--- src/hw/rtl/assert_macros.svh ---
// Assertion helpers for the RTL
`ifndef ASSERT_MACROS_SVH
`define ASSERT_MACROS_SVH

// Check cons in the same cycle as ante
`define ASSERT_IMP(label, clk, rst_n, ante, cons, msg) \
    label: assert property (@(posedge clk) disable iff (!(rst_n)) (ante) |-> (cons)) \
        else $error(msg);

// Check cons in the cycle after ante
`define ASSERT_NXT(label, clk, rst_n, ante, cons, msg) \
    label: assert property (@(posedge clk) disable iff (!(rst_n)) (ante) |=> (cons)) \
        else $error(msg);

`endif

--- src/hw/rtl/lzdw_pkg.sv ---
package lzdw_pkg;

    localparam int WINDOW_DEPTH  = 4096;
    localparam int ADDR_W        = 12;
    localparam int LEN_W         = 8;
    localparam int CNT_W         = 3;
    localparam int BYTE_W        = 8;
    localparam int OUT_LEN_W     = 32;
    localparam int CFG_IDX_W     = 1;
    localparam int CMD_Q_DEPTH   = 4;

    localparam int WIN_LARGE     = 4096;
    localparam int WIN_SMALL     = 512;
    localparam int LEN_MAX_LARGE = 18;
    localparam int LEN_MAX_SMALL = 130;

    localparam logic [LEN_W-1:0]     MIN_MATCH     = 8'd3;
    localparam logic [BYTE_W-1:0]    FLAG_FILL     = 8'hff;
    localparam int                   FLAG_MARK_BIT = 8;

    localparam logic [CFG_IDX_W-1:0] CFG_WINDOW_MODE   = 1'b0;
    localparam logic [CFG_IDX_W-1:0] CFG_OUTPUT_LENGTH = 1'b1;

    typedef enum logic [1:0] {
        OP_NONE,
        OP_LIT,
        OP_COPY
    } t_op;

    typedef struct packed {
        logic                start;
        t_op                 op;
        logic [BYTE_W-1:0]   data;
        logic [ADDR_W-1:0]   offset;
        logic [LEN_W-1:0]    length;
    } t_cmd;

endpackage

--- src/hw/rtl/lzdw_cmd_fifo.sv ---
module lzdw_cmd_fifo (
    input  logic           i_clk,
    input  logic           i_rst_n,
    input  logic           i_push,
    input  lzdw_pkg::t_cmd i_cmd,
    output logic           o_full,
    input  logic           i_pop,
    output logic           o_valid,
    output lzdw_pkg::t_cmd o_cmd
);

    localparam int AW = $clog2(lzdw_pkg::CMD_Q_DEPTH);
    localparam int CW = $clog2(lzdw_pkg::CMD_Q_DEPTH + 1);

    lzdw_pkg::t_cmd r_mem [lzdw_pkg::CMD_Q_DEPTH];
    logic [AW-1:0]  r_wr;
    logic [AW-1:0]  r_rd;
    logic [CW-1:0]  r_cnt;
    logic           c_push;
    logic           c_pop;

    assign o_full  = (r_cnt == CW'(lzdw_pkg::CMD_Q_DEPTH));
    assign o_valid = (r_cnt != '0);
    assign o_cmd   = r_mem[r_rd];
    assign c_push  = i_push && !o_full;
    assign c_pop   = i_pop && o_valid;

    always_ff @(posedge i_clk) begin
        if (c_push) begin
            r_mem[r_wr] <= i_cmd;
        end
    end

    always_ff @(posedge i_clk) begin
        if (!i_rst_n) begin
            r_wr  <= '0;
            r_rd  <= '0;
            r_cnt <= '0;
        end else begin
            if (c_push) begin
                r_wr <= r_wr + AW'(1);
            end
            if (c_pop) begin
                r_rd <= r_rd + AW'(1);
            end
            case ({c_push, c_pop})
                2'b10:   r_cnt <= r_cnt + CW'(1);
                2'b01:   r_cnt <= r_cnt - CW'(1);
                default: r_cnt <= r_cnt;
            endcase
        end
    end

endmodule

--- config.mk ---
export PLATFORM = sky130hd
export DESIGN_NAME = lzdw_cmd_fifo
export DESIGN_NICKNAME = d
export VERILOG_FILES = /design/src/hw/rtl/assert_macros.svh /design/src/hw/rtl/lzdw_pkg.sv /design/src/hw/rtl/lzdw_cmd_fifo.sv
export SDC_FILE = /design/constraint.sdc
export NUM_CORES = 1
export LEC_CHECK = 0
export BUFFER_PORTS_ARGS = -buffer_cell sky130_fd_sc_hd__buf_2
export CORE_MARGIN = 2
export CORE_UTILIZATION = 45
export CTS_CLUSTER_SIZE = 30
export DETAILED_ROUTE_END_ITERATION = 8
export GPL_TIMING_DRIVEN = 0
export HOLD_SLACK_MARGIN = 0.1
export PLACE_DENSITY = 0.76
export SYNTH_ARGS = -nofsm -noshare
export SYNTH_HDL_FRONTEND = slang
export SYNTH_SLANG_ARGS = --single-unit
--- constraint.sdc ---
create_clock -name i_clk -period 6.2 [get_ports i_clk]
set_input_delay 0.62 -clock i_clk [delete_from_list [all_inputs] [get_ports i_clk]]
set_output_delay 0.62 -clock i_clk [all_outputs]
set_load 0.1 [all_outputs]
; ---- After elaboration in Yosys (flattened, before gate mapping)
; Memory sizes are Yosys's and may differ from the RTL's. A register that Yosys moved wholly into a read port is not among the register bits.
; Index checks and enable logic that the tools add are counted.
; W data, S select, Z words.
[totals]
ramBits = 124
register_bits = 7
output_inout_bits = 33
memories = 1
inputBits = 35
word_cells = 21
[memory_table]
columns = name, words, word_bits, read_ports, rd_clocked_by_memory_dff, wr, line_no
row1 = r_mem, 4, 31, 1, 1, 1, lzdw_cmd_fifo.sv:15  ; lzdw_pkg::t_cmd r_mem [lzdw_pkg::CMD_Q_DEPTH];
[classes]
mux = 5
reduce_logical = 5
addsub = 4
eq_ne = 3
[op_table]
columns = operator, count
row1 = $pmux W3 S2, 1
row2 = $add A2 B1 Y2 const B, 2
row3 = $mux W2, 2
row4 = $add A3 B1 Y3 const B, 1
row5 = $eq A3 B3 Y1 const B, 1
row6 = $reduce_bool A3 Y1, 1
row7 = $sub A3 B1 Y3 const B, 1
row8 = $eq A2 B1 Y1 const B, 1
row9 = $eq A2 B2 Y1 const B, 1
row10 = $logic_and A1 B1 Y1, 2
row11 = $mux W1, 2
row12 = $reduce_bool A2 Y1, 1
row13 = $logic_not A1 Y1, 1

; ---- Logic depth before layout (Yosys ltp)
; Gate-level depths: netlist of run 1.
[depth]
word_depth = 5
ltp_mapped = 10
depth_no_buf = 9

; ---- Least setup slack after synthesis of run 1
; No wires, ideal clock.
[synth_timing]
path_kind = reg2reg
start = register r_cnt[2]
end = register r_cnt[2]
setup_time_ps = 76
n_path_buf = 1
path_stages_with_launch = 11
t_required_ps = 6124
setup_slack_ps = 2961
period_less_slack_ps = 3239
t_arrival_ps = 3163
path_cell_list = dfxtp_1 nor3b_2 nor2b_1 buf_6 inv_1 ha_1 inv_1 fa_1 xor2_1 or3_1 a21boi_0
[synth_between]
elab_chain_len = 5
elab_cells_between_ends = 11
classes_between = add/sub: 2 / eq/ne: 3 / mux: 1 / reduce/logical: 5
[synth_rtl]
columns = item, line_no
row1 = start: declaration, lzdw_cmd_fifo.sv:18  ; logic [CW-1:0] r_cnt;
row2 = start signal: assignment, lzdw_cmd_fifo.sv:47  ; 2'b10: r_cnt <= r_cnt + CW'(1);
row3 = start signal: assignment, lzdw_cmd_fifo.sv:48  ; 2'b01: r_cnt <= r_cnt - CW'(1);
row4 = start signal: assignment, lzdw_cmd_fifo.sv:49  ; default: r_cnt <= r_cnt;
row5 = $eq A3 B3 Y1 (*), lzdw_cmd_fifo.sv:22  ; assign o_full = (r_cnt == CW'(lzdw_pkg::CMD_Q_DEPTH));
row6 = via o_full, lzdw_cmd_fifo.sv:6  ; output logic o_full,
row7 = $logic_not A1 Y1 (*), lzdw_cmd_fifo.sv:25  ; assign c_push = i_push && !o_full;
row8 = $logic_and A1 B1 Y1 (*), lzdw_cmd_fifo.sv:25
row9 = $eq A2 B1 Y1 or $eq A2 B2 Y1 (tied branches), lzdw_cmd_fifo.sv:46  ; case ({c_push, c_pop})
row10 = $pmux W3 S2 or $reduce_bool A2 Y1 (tied branches), -
; Mark *: on every way through the listed nets, which the timed path passes. The rest lies on a longest branch.
; A chain may end at the register's enable or synchronous reset.

==> results.cfg, run 1 <==
[yosys]
synth_top_cells_by_count = edfxtp_1 (124), mux4_2 (30), dfxtp_1 (9)
yosysWarnings = 0
syn-num-nets = 254
syn_inst = 213
synth_edf_count = 124
ys_seq_area_frac = 0.783
synth.avg_cell_area_sq_um = 23.4
yosys.area_share.simple = 0.0226
synth_top_family_by_area = multiplexers
synth-adder-area-share = 0.0166
syn_area_sq_um = 4990
synth_compound_area_frac = 0.00878
synth_area_leaders = edfxtp_1 (75%), mux4_2 (14%), dfxtp_1 (3.6%)
synth_top_area_frac = 0.747
yosysUniqueCellTypes = 24
synth_top_area_cell = edfxtp_1
yosysMostFrequentCell = edfxtp_1
ys_ff_latch = 133
async_flop_share = 0
synthMuxAreaShare = 0.145
synthFlopType = edfxtp_1
synth_xor_area_frac = 0.00703

[global_routing]
grt.total_usage = 0.153
grt_overflow = 0
grt_pass1_vias = 2422
grt_first_pass_wirelength_um = 12700
grt_max_degree = 32
antenna_found_initial = 0

[drt]
ant_nets = 0
wl_met2_um = 3980
dr.pass1.iters = 4
wl_met1_um = 3400
top_layer = met4
drcViolationCount = 0
wire_per_inst_um = 18.1
drt_iter0_drc = 150
wirelength_um = 8180
viasPerCell = 5.20
via_count = 2347
wl_met3_um = 647

[final_layout]
diodes = 0
area_growth_pct = 21.4
drive_gt1_frac = 0.437
utilization = 0.558
nets = 339

[die]
start_util = 0.460
die_x_um = 109
die_area_sq_um = 11900
core_sq_um = 10800
rows = 38
fp.dieH_um = 109
ios = 68

[timing]
drv_slew = 0
fmax_mhz = 378
tightest_slew_ns = 0.868
rsz0062_at_grt = false
final.period_utilization = 0.427
fin_ws_ns = 3.56
layout_min_cycle_time_ns = 2.64
slew_headroom = 0.421
fin_skew_ns = 0.00468
setup_viol = 0
hold_violations = 0
fin_tns_setup_ns = 0

[status]
run_status = complete, no violations

[clock_tree]
clock-root-buffer = clkbuf_8
hold_buffers = 0
insertion_delay_ns = 0.51
cts.sinks = 133
cts_inserted_buffers = 17
post-cts-setup-buffer-count = 0
h-tree-depth = 4
clockBufferDepth = 2
cts-resized-gates = 0
clkSlewWorstSetupHoldPaths_ns = 0.05
cts_tree = done

[setup_path]
r2r_end = r_cnt[2]
critical_path_class = reg -> out
worstPathArrival_ns = 2.02
crit_path_start_kind = flip-flop
timing.critical_path.cells = buf_6 > mux4_2 > buf_2
r2r_cells = 10
critPathMaxStageDelay_ns = 0.53
endpoint_kind = output port
path_max_fanout = 10
cp_slowest_cell = mux4_2
endpoint = o_cmd[17]
r2r_slack_ns = 3.99
reg2reg_from = r_cnt[2]
required_ns = 5.58

[placed_design]
gp_congestion = 0.707
port-buffer-count = 66
pre_cts_slack_ns = 3.85
dp_hpwl_um = 4980

[hold_path]
hp-class = in -> reg

[job]
drv_cap = 0
==> state kept, by name (all words and copies together) (netlist names), named ones only <==
name	cells
r_mem	124
r_cnt	3
r_rd	2
r_wr	2
==> layout make-up <==
class                   count  area, sq um
fillers                   823         4790
flip-flops and latches    133         3900
multi-input cells          66          996
clock buffers              20          425
repair buffers             66          330
well taps                 140          175
clock inverters            12          136
plain buffers               8         63.8
inverters                   6         22.5
==> worst min path at each step <==
| stage | startpoint | to | slack [ns] | depth (start not counted) |
|---|---|---|---|---|
| 6_report | i_cmd[11] | r_mem[3][11] | 0.32 | 1 |
| 5_1_grt | i_cmd[16] | r_mem[2][16] | 0.29 | 1 |
| 4_1_cts | i_cmd[11] | r_mem[1][11] | 0.29 | 1 |
| 3_5_place_dp | r_wr[1] | r_wr[1] | 0.49 | 2 |
| 3_3_place_gp | r_wr[1] | r_wr[1] | 0.48 | 2 |
| 2_1_floorplan | r_wr[1] | r_wr[1] | 0.47 | 2 |
==> cells in the final DEF, fill, tap and decap left out, drive strengths merged <==
cell,count
a21boi,1
and2,7
buf,73
bufinv,3
clkbuf,21
clkinv,8
clkinvlp,1
dfxtp,9
edfxtp,124
fa,1
ha,5
inv,6
mux2i,2
mux4,31
nand2,5
nor2b,3
nor3b,1
o21ai,2
o311ai,1
o31a,1
or3,2
xnor2,3
xor2,1
==> cell families (layout without fill, tap and decap cells) <==
logic type / after synthesis / in the layout
adders and majority gates: 6 / 6
AOI/OAI and AO/OA: 5 / 5
DFF: 133 / 133
and+or+nand+nor: 18 / 18
xor gates and xnor gates: 4 / 4
buffers and inverters: 14 / 112
muxes: 33 / 33
==> critical path: cells and delay by family, from the launching register on <==
family,cells,cell delay (ns)
buffers and inverters,2,0.54
flip-flops,1,0.43
multiplexers,1,0.53
==> through the flow <==
step	hold slack (ns)	instances	instance area (sq um)
after floorplan	0.468	213	4990
after global placement	0.484	419	5490
after detailed placement	0.491	419	5490
after CTS	0.288	451	6050
after global routing	0.289	451	6050
final	0.321	451	6050
==> routing by layer <==
metal	vias up	track usage
met5	-	0
met4	0	0.0669
met3	11	0.0640
met2	75	0.239
met1	1207	0.188
li1	1054	-
Power of run 1 is not shown: default switching activity piles up to over one toggle a cycle in this logic, so the estimate is an artifact.
==> inputs of run 2 (changes only) <==
clock period = 2.5 ns   (was 6.2 ns; I/O delays follow)
==> results.cfg, run 2 (same netlist as run 1, synthesis figures left out) <==
[final_layout]
largest-register = r_mem
multi_input_area_sq_um = 1020
finalNonFillerCells = 482
area_growth_pct = 28.5
diodes = 0
nFillCells = 797
largest_reg_flops = 124
reg_top3 = r_mem (124), r_cnt (3)
design_area_sq_um = 6410
regArea_sq_um = 3910
final_common_cell = edfxtp_1
drive_gt1_frac = 0.430
final_cell_mix = edfxtp_1 (124), buf_2 (69), dlygate4sd3_1 (31)
nets = 370

[timing]
drv_slew = 0
fin_ws_ns = 0.225
rsz0062_at_grt = false
slew_headroom = 0.409
hold_violations = 0
fmax_mhz = 440
layout_min_cycle_time_ns = 2.27
setup_viol = 0
fin_skew_ns = 0.00712
tightest_slew_ns = 0.886
fin_tns_setup_ns = 0
final.period_utilization = 0.910

[global_routing]
grt_pass1_vias = 2514
grt.total_usage = 0.150
grt_first_pass_wirelength_um = 12600
grt_overflow = 0
grt_max_degree = 32
antenna_found_initial = 0

[drt]
wl_met3_um = 350
dr.pass1.iters = 4
wire_per_inst_um = 17.2
top_layer = met4
via_count = 2396
ant_nets = 0
wl_met2_um = 4210
drcViolationCount = 0
wirelength_um = 8270
wl_met1_um = 3610
drt_iter0_drc = 101
viasPerCell = 4.97

[hold_path]
hp-class = in -> reg
timing.hold.worst.start = i_rst_n
whs_endpoint = r_wr[0]
min_path_cells = 3

[die]
ios = 68
die_x_um = 109
fp.dieH_um = 109
die_area_sq_um = 11900
start_util = 0.460
core_sq_um = 10800
rows = 38

[setup_path]
worstPathArrival_ns = 2.02
r2r_slack_ns = 0.50
critical_path_class = reg -> out
endpoint_kind = output port
r2r_cells = 10
reg2reg_from = r_cnt[2]
path_max_fanout = 10
critPathMaxStageDelay_ns = 0.53
cp_slowest_cell = mux4_2
r2r_end = r_cnt[2]
required_ns = 2.25
crit_path_start_kind = flip-flop
timing.critical_path.cells = buf_6 > mux4_2 > buf_2

[placed_design]
pre_cts_slack_ns = 0.499
gp_congestion = 0.673
dp_hpwl_um = 4760
placed_area_sq_um = 5520
dpl.cell_count = 419
port-buffer-count = 66

[power_and_ir_drop]
pwr_density_cell_nw_per_um2 = 1300
p_leak_nw = 2.21
power.total_mw = 8.32
ir_worst_vdd_mv = 0.634

[clock_tree]
cts_inserted_buffers = 17
cts.sinks = 133
cts_tree = done
clkSlewWorstSetupHoldPaths_ns = 0.06
h-tree-depth = 4
insertion_delay_ns = 0.51
clockBufferDepth = 2
cts-resized-gates = 0
clock-root-buffer = clkbuf_8

[status]
run_status = complete, no violations

[job]
drv_cap = 0
## run 2: per-layer routing
layer / GRT usage / vias up
met5: 0 / -
met4: 0.0570 / 0
met3: 0.0544 / 10
met2: 0.247 / 65
met1: 0.183 / 1215
li1: - / 1106
## run 2: timing repair
action | in CTS | in global routing
buffers inserted | 0 | 0
hold buffers | 31 | 0
hold endpoints to repair | 124 | 0
## run 2: through the flow
stage,utilization,hold slack [ns]
detailed placement,0.509,0.467
finish,0.591,0.138
floorplan,-,0.349
global placement,0.509,0.460
global route,0.591,0.169
CTS,0.591,0.135
## run 2: area by class of cell
cell class	instances	area share
buffer	8	0.00996
clock inverter	15	0.0256
tap	140	0.0273
multi-input combinational	66	0.159
timing repair buffer	97	0.100
sequential	133	0.610
clock buffer	17	0.0646
inverter	6	0.00351
## run 2: how the worst max path moves through the flow
stage / start / endpoint / slack [ns] / cells after the start
after floorplan: r_cnt[0] / r_cnt[2] / -0.17 / 10
after global placement: r_cnt[2] / r_cnt[2] / 0.54 / 10
after detailed placement: r_cnt[2] / r_cnt[2] / 0.50 / 10
after CTS: flip-flop / o_cmd[8] / 0.18 / 3
after global routing: flip-flop / o_cmd[13] / 0.10 / 3
final: flip-flop / o_cmd[30] / 0.23 / 3
## run 2: critical path, delay by kind of cell (launching register included)
kind	cells	cell delay, ns
buffers and inverters	2	0.54
multiplexers	1	0.53
flip-flops	1	0.44
## run 2: where the power goes
part	total, mW	switching [mW]	leakage [nW]	internal [mW]
clock network	2.37	0.873	0.272	1.50
registers	2.80	0.0951	1.21	2.70
logic	3.15	2.40	0.729	0.749
(Power assumes the default switching activity.)
