===== src/hw/rtl/assert_macros.svh =====
// Assertion helpers for the RTL
`ifndef ASSERT_MACROS_SVH
`define ASSERT_MACROS_SVH

// Check cons in the same cycle as ante
`define ASSERT_IMP(label, clk, rst_n, ante, cons, msg) \
    label: assert property (@(posedge clk) disable iff (!(rst_n)) (ante) |-> (cons)) \
        else $error(msg);

// Check cons in the cycle after ante
`define ASSERT_NXT(label, clk, rst_n, ante, cons, msg) \
    label: assert property (@(posedge clk) disable iff (!(rst_n)) (ante) |=> (cons)) \
        else $error(msg);

`endif


===== src/hw/rtl/lzdw_pkg.sv =====
package lzdw_pkg;

    localparam int WINDOW_DEPTH  = 4096;
    localparam int ADDR_W        = 12;
    localparam int LEN_W         = 8;
    localparam int CNT_W         = 3;
    localparam int BYTE_W        = 8;
    localparam int OUT_LEN_W     = 32;
    localparam int CFG_IDX_W     = 1;
    localparam int CMD_Q_DEPTH   = 4;

    localparam int WIN_LARGE     = 4096;
    localparam int WIN_SMALL     = 512;
    localparam int LEN_MAX_LARGE = 18;
    localparam int LEN_MAX_SMALL = 130;

    localparam logic [LEN_W-1:0]     MIN_MATCH     = 8'd3;
    localparam logic [BYTE_W-1:0]    FLAG_FILL     = 8'hff;
    localparam int                   FLAG_MARK_BIT = 8;

    localparam logic [CFG_IDX_W-1:0] CFG_WINDOW_MODE   = 1'b0;
    localparam logic [CFG_IDX_W-1:0] CFG_OUTPUT_LENGTH = 1'b1;

    typedef enum logic [1:0] {
        OP_NONE,
        OP_LIT,
        OP_COPY
    } t_op;

    typedef struct packed {
        logic                start;
        t_op                 op;
        logic [BYTE_W-1:0]   data;
        logic [ADDR_W-1:0]   offset;
        logic [LEN_W-1:0]    length;
    } t_cmd;

endpackage


===== src/hw/rtl/lzdw_front.sv =====
module lzdw_front (
    input  logic                        i_clk,
    input  logic                        i_rst_n,
    input  logic                        i_window_mode,
    input  logic                        i_s_valid,
    input  logic [lzdw_pkg::BYTE_W-1:0] i_s_data,
    input  logic                        i_s_start,
    output logic                        o_s_ready,
    input  logic                        i_q_full,
    output logic                        o_q_push,
    output lzdw_pkg::t_cmd              o_q_cmd
);

    typedef enum logic [1:0] {
        PH_FLAG,
        PH_TOKEN,
        PH_OFF_HI
    } t_phase;

    t_phase                      r_phase, n_phase, c_phase;
    logic [15:0]                 r_fs, n_fs, c_fs, c_fs_t;
    logic [lzdw_pkg::BYTE_W-1:0] r_lo, n_lo, c_lo;
    logic                        c_accept;
    logic                        c_tok;
    lzdw_pkg::t_op               c_op;
    logic [lzdw_pkg::ADDR_W-1:0] c_offset;
    logic [lzdw_pkg::LEN_W-1:0]  c_len;

    assign o_s_ready = !i_q_full;
    assign c_accept  = i_s_valid && !i_q_full;

    always_comb begin
        c_fs    = i_s_start ? 16'd0 : r_fs;
        c_phase = i_s_start ? PH_FLAG : r_phase;
        c_lo    = i_s_start ? '0 : r_lo;
        c_fs_t  = c_fs;
        c_tok   = 1'b0;
        c_op    = lzdw_pkg::OP_NONE;
        n_fs    = c_fs;
        n_lo    = c_lo;
        n_phase = c_phase;
        case (c_phase)
            PH_FLAG: begin
                c_fs_t = c_fs >> 1;
                n_fs   = c_fs_t;
                if (c_fs_t[lzdw_pkg::FLAG_MARK_BIT]) begin
                    c_tok = 1'b1;
                end else begin
                    n_fs    = {lzdw_pkg::FLAG_FILL, i_s_data};
                    n_phase = PH_TOKEN;
                end
            end
            PH_TOKEN: begin
                c_tok = 1'b1;
            end
            PH_OFF_HI: begin
                c_op    = lzdw_pkg::OP_COPY;
                n_phase = PH_FLAG;
            end
            default: begin
                n_phase = PH_FLAG;
            end
        endcase
        if (c_tok) begin
            if (c_fs_t[0]) begin
                c_op    = lzdw_pkg::OP_LIT;
                n_phase = PH_FLAG;
            end else begin
                n_lo    = i_s_data;
                n_phase = PH_OFF_HI;
            end
        end
    end

    always_comb begin
        if (i_window_mode) begin
            c_offset = {i_s_data[7:4], c_lo};
            c_len    = {4'd0, i_s_data[3:0]} + lzdw_pkg::MIN_MATCH;
        end else begin
            c_offset = {3'd0, i_s_data[7], c_lo};
            c_len    = {1'b0, i_s_data[6:0]} + lzdw_pkg::MIN_MATCH;
        end
    end

    assign o_q_push       = c_accept && (i_s_start || c_op != lzdw_pkg::OP_NONE);
    assign o_q_cmd.start  = i_s_start;
    assign o_q_cmd.op     = c_op;
    assign o_q_cmd.data   = i_s_data;
    assign o_q_cmd.offset = c_offset;
    assign o_q_cmd.length = c_len;

    always_ff @(posedge i_clk) begin
        if (!i_rst_n) begin
            r_phase <= PH_FLAG;
            r_fs    <= 16'd0;
            r_lo    <= '0;
        end else if (c_accept) begin
            r_phase <= n_phase;
            r_fs    <= n_fs;
            r_lo    <= n_lo;
        end
    end

endmodule


===== config.mk =====
export PLATFORM = sky130hd
export DESIGN_NAME = lzdw_front
export DESIGN_NICKNAME = d
export VERILOG_FILES = /design/src/hw/rtl/assert_macros.svh /design/src/hw/rtl/lzdw_pkg.sv /design/src/hw/rtl/lzdw_front.sv
export SDC_FILE = /design/constraint.sdc
export NUM_CORES = 1
export LEC_CHECK = 0
export ABC_AREA = 1
export CAP_MARGIN = 5
export CORE_UTILIZATION = 56
export CTS_CLUSTER_DIAMETER = 60
export CTS_CLUSTER_SIZE = 40
export DETAILED_ROUTE_END_ITERATION = 7
export DONT_BUFFER_PORTS = 1
export PLACE_DENSITY = 0.72
export SYNTH_ARGS = -nofsm -noshare
export SYNTH_HDL_FRONTEND = slang
export SYNTH_SLANG_ARGS = --single-unit

===== constraint.sdc =====
create_clock -name i_clk -period 1.08 [get_ports i_clk]
set_input_delay 0.054 -clock i_clk [delete_from_list [all_inputs] [get_ports i_clk]]
set_output_delay 0.054 -clock i_clk [all_outputs]
set_load 0.01 [all_outputs]

Word level (Yosys, flattened, before mapping). Index checks and enable logic that the tools add are counted. W data, S select, Z words.

$add $sub $neg: 2. Equality and inequality tests: 2. Mux-type cells: 19. Reductions and logical operators: 6.

Operators with widths (count): $mux W16 (3); $mux W8 (4); $mux W2 (7); $mux W12 (1); $add A7 B2 Y8 const B (1); $add A4 B2 Y5 const B (1); $pmux W2 S2 (1); $eq A2 B1 Y1 const B (1); $eq A2 B2 Y1 const B (1); $logic_and A1 B1 Y1 (2); $logic_not A2 Y1 (1); $mux W1 (2); $pmux W1 S2 (1); $reduce_bool A2 Y1 (1); $logic_not A1 Y1 (1); $logic_or A1 B1 Y1 (1).

Register bits after elaboration: 26. Bits of input ports: 14. Output and inout bits: 33. Word-level logic and storage cells: 32.

Logic depth before layout (Yosys ltp). Gate-level depths: netlist (run 1).

Depth in word-level cells: 8. Mapped depth: 12.

Worst setup path after synthesis (run 1). Ideal clock, no wire load.

Kind: register to output. Start: register r_phase[1]. End: output port o_q_push. Arrival time: 1.103 ns. Required time: 1.026 ns. Setup slack: -0.077 ns. Stages on the path, launching flop included: 7. Cell sequence: dfxtp_1 > nand2_1 > inv_1 > nor2_2 > buf_6 > nand3_1 > a21oi_1.

Cells in the longest elaborated chain, start to end: 8. Elaborated cells on any way between the ends: 12. Classes of those cells: eq/ne (2); mux (6); reduce/logical (4).

Ends and longest elaborated chain: start: declaration (RTL line lzdw_front.sv:20) `t_phase r_phase, n_phase, c_phase;`; start signal: assignment (RTL line lzdw_front.sv:98) `r_phase <= n_phase;`; $mux W2 (*) (RTL line lzdw_front.sv:34) `c_phase = i_s_start ? PH_FLAG : r_phase;`; $eq A2 B2 Y1 / $logic_not A2 Y1 (equally long branches) (RTL line lzdw_front.sv:42) `case (c_phase)`; $mux W2 / $mux W1 (equally long branches) (RTL line lzdw_front.sv:42); $mux W2 (RTL line lzdw_front.sv:65) `if (c_fs_t[0]) begin`; $mux W2 (*) (RTL line lzdw_front.sv:64) `if (c_tok) begin`; $reduce_bool A2 Y1 (*) (RTL line lzdw_front.sv:85) `assign o_q_push = c_accept && (i_s_start || c_op != lzdw_pkg::OP_NONE);`; $logic_or A1 B1 Y1 (*) (RTL line lzdw_front.sv:85); $logic_and A1 B1 Y1 (*) (RTL line lzdw_front.sv:85); end: declaration (RTL line lzdw_front.sv:10) `output logic o_q_push,`.

Mark *: on every way between the ends. The rest lies on a longest branch, timed or not.

Worst setup path in the final report (run 1).
Start: register r_phase[0]. End: output port o_q_push.

Same word-level chain as after synthesis.

==> results, run 1 <==
- The detailed router finished its first iteration with ~130 violations.
- Entering global routing, the biggest net connects 15 pins.
- Leaving out fill and tap cells, the most frequent cells in the layout are sky130_fd_sc_hd__nand2_1 (36), sky130_fd_sc_hd__inv_1 (34), sky130_fd_sc_hd__buf_4 (27).
- Cell internal power was estimated by the tool at around 1.5 mW.
- The area of the core is 2760 µm².
- At the pin with the least slew margin, the transition time is slightly above 0.5 ns.
- For this run, the slowest stage of the critical path takes approximately 0.4 ns.
- The final core utilization is 0.797.
- The length of the first detailed-routing pass in iterations is 4.
- For this design, the slowest cell found on the critical path is sky130_fd_sc_hd__dfxtp_4.
- The fraction of the cycle the final worst path needs is 1.28.
- The share of total power dissipated in sequential elements is 0.475.
- The critical path class is flip-flop to primary output.
- The clock input transition at the sequential cells of the worst setup and hold paths is approximately 0.15 ns.
- The cell sitting at the root of the clock tree is a sky130_fd_sc_hd__clkbuf_4.
- The arrival time reported for the critical path endpoint is roughly 1.3 ns.
- The via count of the first global-routing pass came to 1,558.
- The async set-reset flop share out of synthesis is 0.
- During I/O placement, the number of pins put on the boundary was 47.
- The prevailing post-synth register cell is sky130_fd_sc_hd__dfxtp_1.
- The number of antenna violations at the first check in global routing is 0.
- Summing every instance area after synthesis gives 1640 µm².
- Counting every net in the synthesized netlist gives between 200 and 300.
- The number of H-tree levels is 1.
- Setup violations remaining at the end of the flow were counted as 29.
- The number of synthesized flops with an enable pin is 0.
- Traced cell by cell, the critical path runs through nand2_4 -> nand2_4 -> nand2_2 -> buf_6 -> nand3_4 -> a21oi_4.
- Between clock sinks in the finished design, the worst skew comes to 0.0122 ns.
- In this run the static leakage power is 1.05 nW.
- The maximum clock rate is approximately 720 MHz.
- The final reports fail on hold timing, setup timing.
- Measured against its own limit, the worst slew margin works out to 0.663.
- The power per cell area is about 1000 nW/µm².
- The die is between 50 and 60 µm tall.
- The first-pass GRT wire length is 6930 µm.
- The total clock buffers created by CTS is 3.
- The mean routed wirelength per cell is about 15 µm.
- Counting stages on the worst path, the most repeated cell is sky130_fd_sc_hd__nand2_4.
- The floorplan has 19 rows.
- OpenSTA, run right after detailed placement, puts the worst setup slack at -0.194 ns.
- The min-delay analysis places its worst path in the category input pin to flip-flop.
- For the finished layout, the period the worst path requires is 1.38 ns.
- The floorplan die width is between 50 and 60 µm.
- For this run, the register share of the synthesized area comes to 0.318.
- Setup repair after global routing could not meet its margin everywhere.
- Across the run, the number of max-cap violations was 0.
- Leaving out fill and tap cells, the most frequent cell in the layout is sky130_fd_sc_hd__nand2_1.
- The worst setup margin is -0.301 ns.
- The number of nets with antenna violations after routing is 0.
- TritonCTS built the clock tree.
- The number of vias per cell is approximately 5.5.
- The routed design has 4470 µm of wire.
- The clock sink total is 26.
- Dividing the synthesized area by the synthesized cell count gives between 6 and 7 µm².
- The latest clock arrival within the worst-skew pair is between 0.3 and 0.4 ns.
- The endpoint class of the critical path is a primary output.
- The hold violation count in the final report is 1.
- The number of pins exceeding their max-slew limit in the final report came to 0.
- Summed over all layers, the global routing overflow is 0.
- Once detailed placement completed, the half-perimeter wirelength came to around 2600 µm.
- For this run, the total global-route usage over all layers was measured as 0.281.
- The largest fanout of any net on the critical path is 4.
- The floorplan step defined a die boundary enclosing 3140 µm².
- The final routed DRC violation total is 0.
- The number of antenna diodes in the final layout is 0.
- The kind of start point of the critical path is a flip-flop.
- Of the total power, the clock network draws 0.225.
- The net count of the finished layout is between 200 and 300.
- The via count of the routed design is around 1,700.
- The share of total power dissipated in combinational logic is 0.299.
- The initial core utilization is 0.594.
- The distinct cell type count after synthesis is 28.
- Of the cells placed in the final design, the portion with a size suffix greater than 1 is 0.366.
- The maximum count of clock buffers along a single path is 2.
- The routability congestion estimate is ~0.84.
- Compared with the post-synthesis result, the final layout area differs by 34.1%.
- Final hold analysis gives a worst-case slack of -0.0263 ns.
- The flow ran to the end, but the final reports show violations.
- The flip-flop and latch count after synthesis is 26.
- The count of warnings emitted by yosys is 0.
- For the worst setup path, the data required time is 1.03 ns.
- The number of buffers inserted by port buffering is 0.
- Synthesis produced a netlist whose cell count is ~240.
- The switching share of power is 0.322.
- The worst vdd rail ir drop is 1.33 mV.
- The analysis attributes to net switching a power of between 0.7 and 0.8 mW.
## Yosys cell counts (2+ instances only)
cell | n | area (µm²)
sky130_fd_sc_hd__a211oi_2 | 5 | 62.6
sky130_fd_sc_hd__a21oi_1 | 22 | 110
sky130_fd_sc_hd__buf_2 | 2 | 10.0
sky130_fd_sc_hd__buf_4 | 10 | 75.1
sky130_fd_sc_hd__buf_6 | 5 | 56.3
sky130_fd_sc_hd__clkbuf_1 | 2 | 7.51
sky130_fd_sc_hd__dfxtp_1 | 26 | 521
sky130_fd_sc_hd__inv_1 | 38 | 143
sky130_fd_sc_hd__nand2_1 | 42 | 158
sky130_fd_sc_hd__nand2_2 | 2 | 12.5
sky130_fd_sc_hd__nand2_4 | 2 | 22.5
sky130_fd_sc_hd__nand3_1 | 24 | 120
sky130_fd_sc_hd__nor2_1 | 29 | 109
sky130_fd_sc_hd__o21ai_0 | 20 | 100
sky130_fd_sc_hd__xor2_1 | 2 | 17.5
## layout make-up
type                            instances  area [µm²]
Multi-Input combinational cell        158        1000
Fill cell                             191         561
Sequential cell                        26         533
Timing Repair Buffer                   46         439
Inverter                               39         149
Tap cell                               31        38.8
Clock buffer                            4        36.3
## cells by family (layout without fill, tap and decap cells)
family                     Yosys count  in the layout  share of synthesized area
adders and majority gates            1              1                    0.00764
buffers and inverters               60             89                      0.193
AOI/OAI and AO/OA                   50             50                      0.180
xor gates and xnor gates             3              3                     0.0160
DFF                                 26             26                      0.318
and+or+nand+nor                    104            104                      0.286
## critical path: cells and delay by family, from the launching register on
family	cells	cell delay, ns
AOI/OAI and AO/OA	1	0.17
buffers and inverters	1	0.10
and+or+nand+nor	4	0.32
DFF	1	0.40
## timing repair
item,4_1_cts,5_1_grt
setup endpoints to repair,27,35
gates resized for setup,33,33
endpoints found under the hold margin,18,3
hold buffers,9,1
setup buffers,6,4
pin swaps,8,12
cloned,1,0
## metal layers
layer	track usage	vias up	wire length [µm]
li1	-	827	-
met1	0.346	764	1880
met2	0.474	73	2200
met3	0.0628	9	319
met4	0.111	0	74
met5	0	-	0
## state kept, by name, indices dropped and copies added (netlist names)
signal   cells
r_lo         8
r_fs        16
r_phase      2
## power by group through the flow
stage | registers (mW) | logic (mW) | clock network, mW
after floorplan | 1.08 | 0.415 | 0
after global placement | 1.08 | 0.481 | 0
after detailed placement | 1.08 | 0.488 | 0
after CTS | 1.07 | 0.607 | 0.513
after global routing | 1.08 | 0.736 | 0.563
final | 1.08 | 0.677 | 0.509
## final timing paths
kind                    from  slack [ns]  cells after the start        to
setup reg to reg     r_fs[9]       -0.25                      8   r_lo[0]
hold / removal     i_s_start       -0.03                      5   r_lo[7]
setup / recovery  r_phase[0]       -0.30                      6  o_q_push
hold reg to reg     r_fs[15]        0.48                      2  r_fs[15]
## stage by stage
stage	instance area [µm²]	setup TNS [ns]	hold slack [ns]	std cells	power [mW]
finish	2200	-4.97	-0.0263	304	2.26
global route	2200	-6.89	0.00352	304	2.38
CTS	2080	-4.45	-0.0204	301	2.19
detailed placement	1780	-2.81	0.108	282	1.57
global placement	1780	-2.06	0.108	282	1.56
floorplan	1660	-0.200	0.152	244	1.49
(Power assumes the default switching activity.)
==> run 2, diff against run 1 <==
--- a/config.mk
+++ b/config.mk
@@ -5,14 +5,13 @@
 export SDC_FILE = /design/constraint.sdc
 export NUM_CORES = 1
 export LEC_CHECK = 0
-export ABC_AREA = 1
 export CAP_MARGIN = 5
-export CORE_UTILIZATION = 56
+export CORE_UTILIZATION = 55
 export CTS_CLUSTER_DIAMETER = 60
 export CTS_CLUSTER_SIZE = 40
 export DETAILED_ROUTE_END_ITERATION = 7
 export DONT_BUFFER_PORTS = 1
-export PLACE_DENSITY = 0.72
+export PLACE_DENSITY = 0.71
 export SYNTH_ARGS = -nofsm -noshare
 export SYNTH_HDL_FRONTEND = slang
 export SYNTH_SLANG_ARGS = --single-unit
==> results, run 2 <==
- The flow ran to the end, but the final reports show violations.
- The checks that failed: setup timing.
- The total clock buffers created by CTS is 3 (unchanged).
- The sequential area share after synthesis is 0.363 (+0.0455).
- The number of antenna violations at the first check in global routing was 0 (unchanged).
- The routability congestion estimate is 0.809 (-3.4%).
- The final cell area excluding filler cells was 1880 µm² (-14%).
- The floorplan die width was 53.0 µm (-5.4%).
- The maximum single-stage delay on the critical path is 0.37 ns (-0.03 ns).
- The die extent in y came to 53.0 µm (-5.4%).
- TritonCTS built the clock tree.
- The final-layout fill cell count is 161 (-16%).
- The combined area of all synthesized cells was 1430 µm² (-13%).
- The distinct cell type count after synthesis was 38 (+36%).
- The fraction of the cycle the final worst path needs is 1.43 (+0.151).
- The area occupied by multi-input gates came to 885 µm² (-12%).
- The top cell types in the final layout, fill and taps aside, are sky130_fd_sc_hd__dfxtp_1 (22), sky130_fd_sc_hd__o211a_1 (14), sky130_fd_sc_hd__dlygate4sd3_1 (10).
- The net count of the finished layout is 186 (-36%).
- The via count of the routed design is 1,268 (-24%).
- The tightest slew margin relative to the limit was 0.362 (-0.300).
- The layout overhead on the synthesized area is 31.3%.
- The violation count after the first detailed-route iteration is 33 (-74%).
- The final setup TNS is -9.08 ns (-4.10 ns).
- Clock tree synthesis selected as its root buffer the cell sky130_fd_sc_hd__clkbuf_4.
- The total routing resource utilization after global routing was 0.277 (-0.00455).
- The register with the most flip-flops in the final layout is r_fs.
- The number of nets with antenna violations after routing is 0 (unchanged).
- The number of instances in the placed design was 178 (-37%).
- The worst slack on hold paths was 0.00811 ns (+0.0344 ns).
- The clock sink total is 26 (unchanged).
- The arrival time reported for the critical path endpoint is 1.49 ns (+0.16 ns).
- The critical path class is flip-flop to primary output.
- The largest registers in the layout are r_fs (16), r_lo (8), r_phase (2).
- The number of top-level pins is 47 (unchanged).
- The clock input transition at the sequential cells of the worst setup and hold paths came to 0.16 ns (about the same).
- The length of the first detailed-routing pass in iterations is 4 (unchanged).
- The count of inserted antenna diode cells is 0 (unchanged).
- The row count is 18 (-1).
- The final routed DRC violation total was 0 (unchanged).
- The sequential cell area was 526 µm² (-1.4%).
- The hold violation count in the final report is 0 (-1).
- STA classifies the critical path startpoint as a flip-flop.
- The buffering stage count on the worst path with inverters included was 1 (unchanged).
- The maximum count of clock buffers along a single path was 2 (unchanged).
- The endpoint class of the critical path is a primary output.
- The number of pins exceeding their max-slew limit in the final report was 0 (unchanged).
- Among all stages on the critical path, the largest delay is contributed by sky130_fd_sc_hd__dfxtp_2.
- The mean routed wirelength per cell came to 19.9 µm (+35%).
- The largest net degree at the start of global routing came to 27 (+12).
- The prevailing post-synth register cell is sky130_fd_sc_hd__dfxtp_1.
- The final global-route overflow total came to 0 (unchanged).
- The leakage power figure is 0.937 nW (-11%).
- The max-capacitance violation count is 0 (unchanged).
- The share of cells above drive strength 1 came to 0.388 (+0.0219).
- The worst vdd rail ir drop is 1.15 mV (-14%).
- The required time at the endpoint of the critical path was 1.03 ns (about the same).
- The share of the synthesized area in the top cell type is 0.363 (+0.0455).
- The async set-reset flop share out of synthesis is 0 (unchanged).
- The maximum clock rate is 648 MHz (-11%).
- The area of the core is 2480 µm² (-10%).
- The average footprint of a synthesized cell is 9.24 µm² (+38%).
- Ranked by instance count, the synthesized netlist is headed by sky130_fd_sc_hd__dfxtp_1 (26), sky130_fd_sc_hd__nand2_1 (17), sky130_fd_sc_hd__o211a_1 (14), sky130_fd_sc_hd__buf_4 (11), sky130_fd_sc_hd__nor2_1 (10).
- The transition time at the pin with the least slew margin was 0.953 ns (+0.449 ns).
- The final clock skew came to 0.0174 ns (+0.00519 ns).
- The standard cell area after detailed placement is 1460 µm² (-18%).
- The post-synth net total came to 170 (-34%).
- The library cell occupying the most area in the post-synthesis netlist is sky130_fd_sc_hd__dfxtp_1.
- The power per cell area is 1170 nW/µm² (+13%).
- The latest clock arrival within the worst-skew pair is 0.33 ns (about the same).
- The final non-filler cell total came to 200 (-34%).
- Setup repair after global routing could not meet its margin everywhere.
- The number of buffers inserted by port buffering was 0 (unchanged).
- The worst setup margin is -0.464 ns (-0.163 ns).
- The commonest non-fill, non-tap cell in the layout is sky130_fd_sc_hd__dfxtp_1.
- The flip-flop count of the largest register, all copies and words added is 16 (unchanged).
- The initial core utilization is 0.578 (-0.0156).
- The kind of path behind the tightest hold check is input pin to flip-flop.
- The via count of the first global-routing pass is 1,139 (-27%).
- Yosys instantiated no cell more often than sky130_fd_sc_hd__dfxtp_1.
- The number of H-tree levels is 1 (unchanged).
- The largest fanout of any net on the critical path was 4 (unchanged).
- The critical path goes through buf_6 -> and3b_1 -> a21oi_2 -> nor3_2 -> o31a_1.
- The final wirelength is 3970 µm (-11%).
- The total power came to 2.20 mW (-3.0%).
- The first-pass GRT wire length is 5600 µm (-19%).
- The minimum clock period was 1.54 ns (+0.163 ns).
- The number of failing setup endpoints in the final timing report was 30 (+3.4%).
- The flip-flop and latch count after synthesis came to 26 (unchanged).
- The count of warnings emitted by yosys was 0 (unchanged).
- The kind of cell with the highest combined delay along the critical path is compound AO/OA/AOI/OAI gates.
- The number of vias per cell is 6.34 (+15%).
- In the post-synthesis netlist, the biggest area contributors are sky130_fd_sc_hd__dfxtp_1 (36%), sky130_fd_sc_hd__o211a_1 (9.8%), sky130_fd_sc_hd__a32o_2 (6.3%).
- The synthesized netlist cell count is 155 (-36%).
- The area of the die is 2810 µm² (-11%).
- The number of synthesized flops with an enable pin is 0 (unchanged).
- The HPWL after detailed placement is 1900 µm (-28%).
==> run 2: metrics by stage <==
| step | setup WS, ns | utilization |
|---|---|---|
| 3_3_place_gp | -0.253 | 0.588 |
| 3_5_place_dp | -0.285 | 0.588 |
| 2_1_floorplan | -0.240 | - |
| 4_1_cts | -0.426 | 0.741 |
| 6_report | -0.464 | 0.759 |
| 5_1_grt | -0.535 | 0.759 |
==> run 2: layout make-up <==
class / count / area share
clock buffer: 3 / 0.0120
sequential: 26 / 0.279
clock inverter: 1 / 0.0160
timing repair buffer: 31 / 0.192
tap: 30 / 0.0200
inverter: 5 / 0.00998
multi-input combinational: 104 / 0.470
==> run 2: cell families after synthesis <==
logic type               Yosys count  synth area share
flip-flops                        26             0.363
multiplexers                       9            0.0638
XOR/XNOR                           4            0.0245
buffers and inverters             25             0.116
AND/OR/NAND/NOR                   55             0.198
adder cells (fa/ha/maj)            1           0.00873
AO/OA/AOI/OAI                     35             0.225
==> run 2: final timing paths <==
kind                    start  endpoint  slack (ns)  cells after the start
setup / recovery   r_phase[0]  o_q_push       -0.46                      5
hold / removal    i_s_data[5]   r_fs[5]       0.008                      3
setup reg to reg   r_phase[0]   r_lo[0]       -0.44                      8
hold reg to reg       r_fs[8]   r_fs[8]        0.49                      1
==> run 2: report_power, final <==
| part | internal [mW] | total [mW] | switching, mW | leakage, nW |
|---|---|---|---|---|
| Clock | 0.375 | 0.675 | 0.300 | 0.0279 |
| Sequential | 1.01 | 1.04 | 0.0307 | 0.215 |
| Combinational | 0.251 | 0.477 | 0.226 | 0.695 |
| Total | 1.64 | 2.20 | 0.556 | 0.937 |
==> run 2: metal layers <==
metal / track usage / vias up / share of wire
li1: - / 568 / -
met1: 0.346 / 647 / 0.43
met2: 0.483 / 41 / 0.49
met3: 0.0517 / 12 / 0.041
met4: 0.0702 / 0 / 0.036
met5: 0 / - / 0
==> run 2: timing repair <==
| item | 4_1_cts | 5_1_grt |
|---|---|---|
| endpoints found under the setup margin | 29 | 30 |
| gates cloned | 3 | 0 |
| setup buffers | 4 | 4 |
| resized for setup | 31 | 13 |
| pin swaps | 14 | 12 |
| hold endpoints to repair | 26 | 0 |
| hold buffers | 10 | 0 |
==> run 2: worst min-delay path: stages <==
cell,delay (ns)
sky130_fd_sc_hd__mux2i_1,0.05
sky130_fd_sc_hd__nand2_1,0.06
sky130_fd_sc_hd__o211a_1,0.13
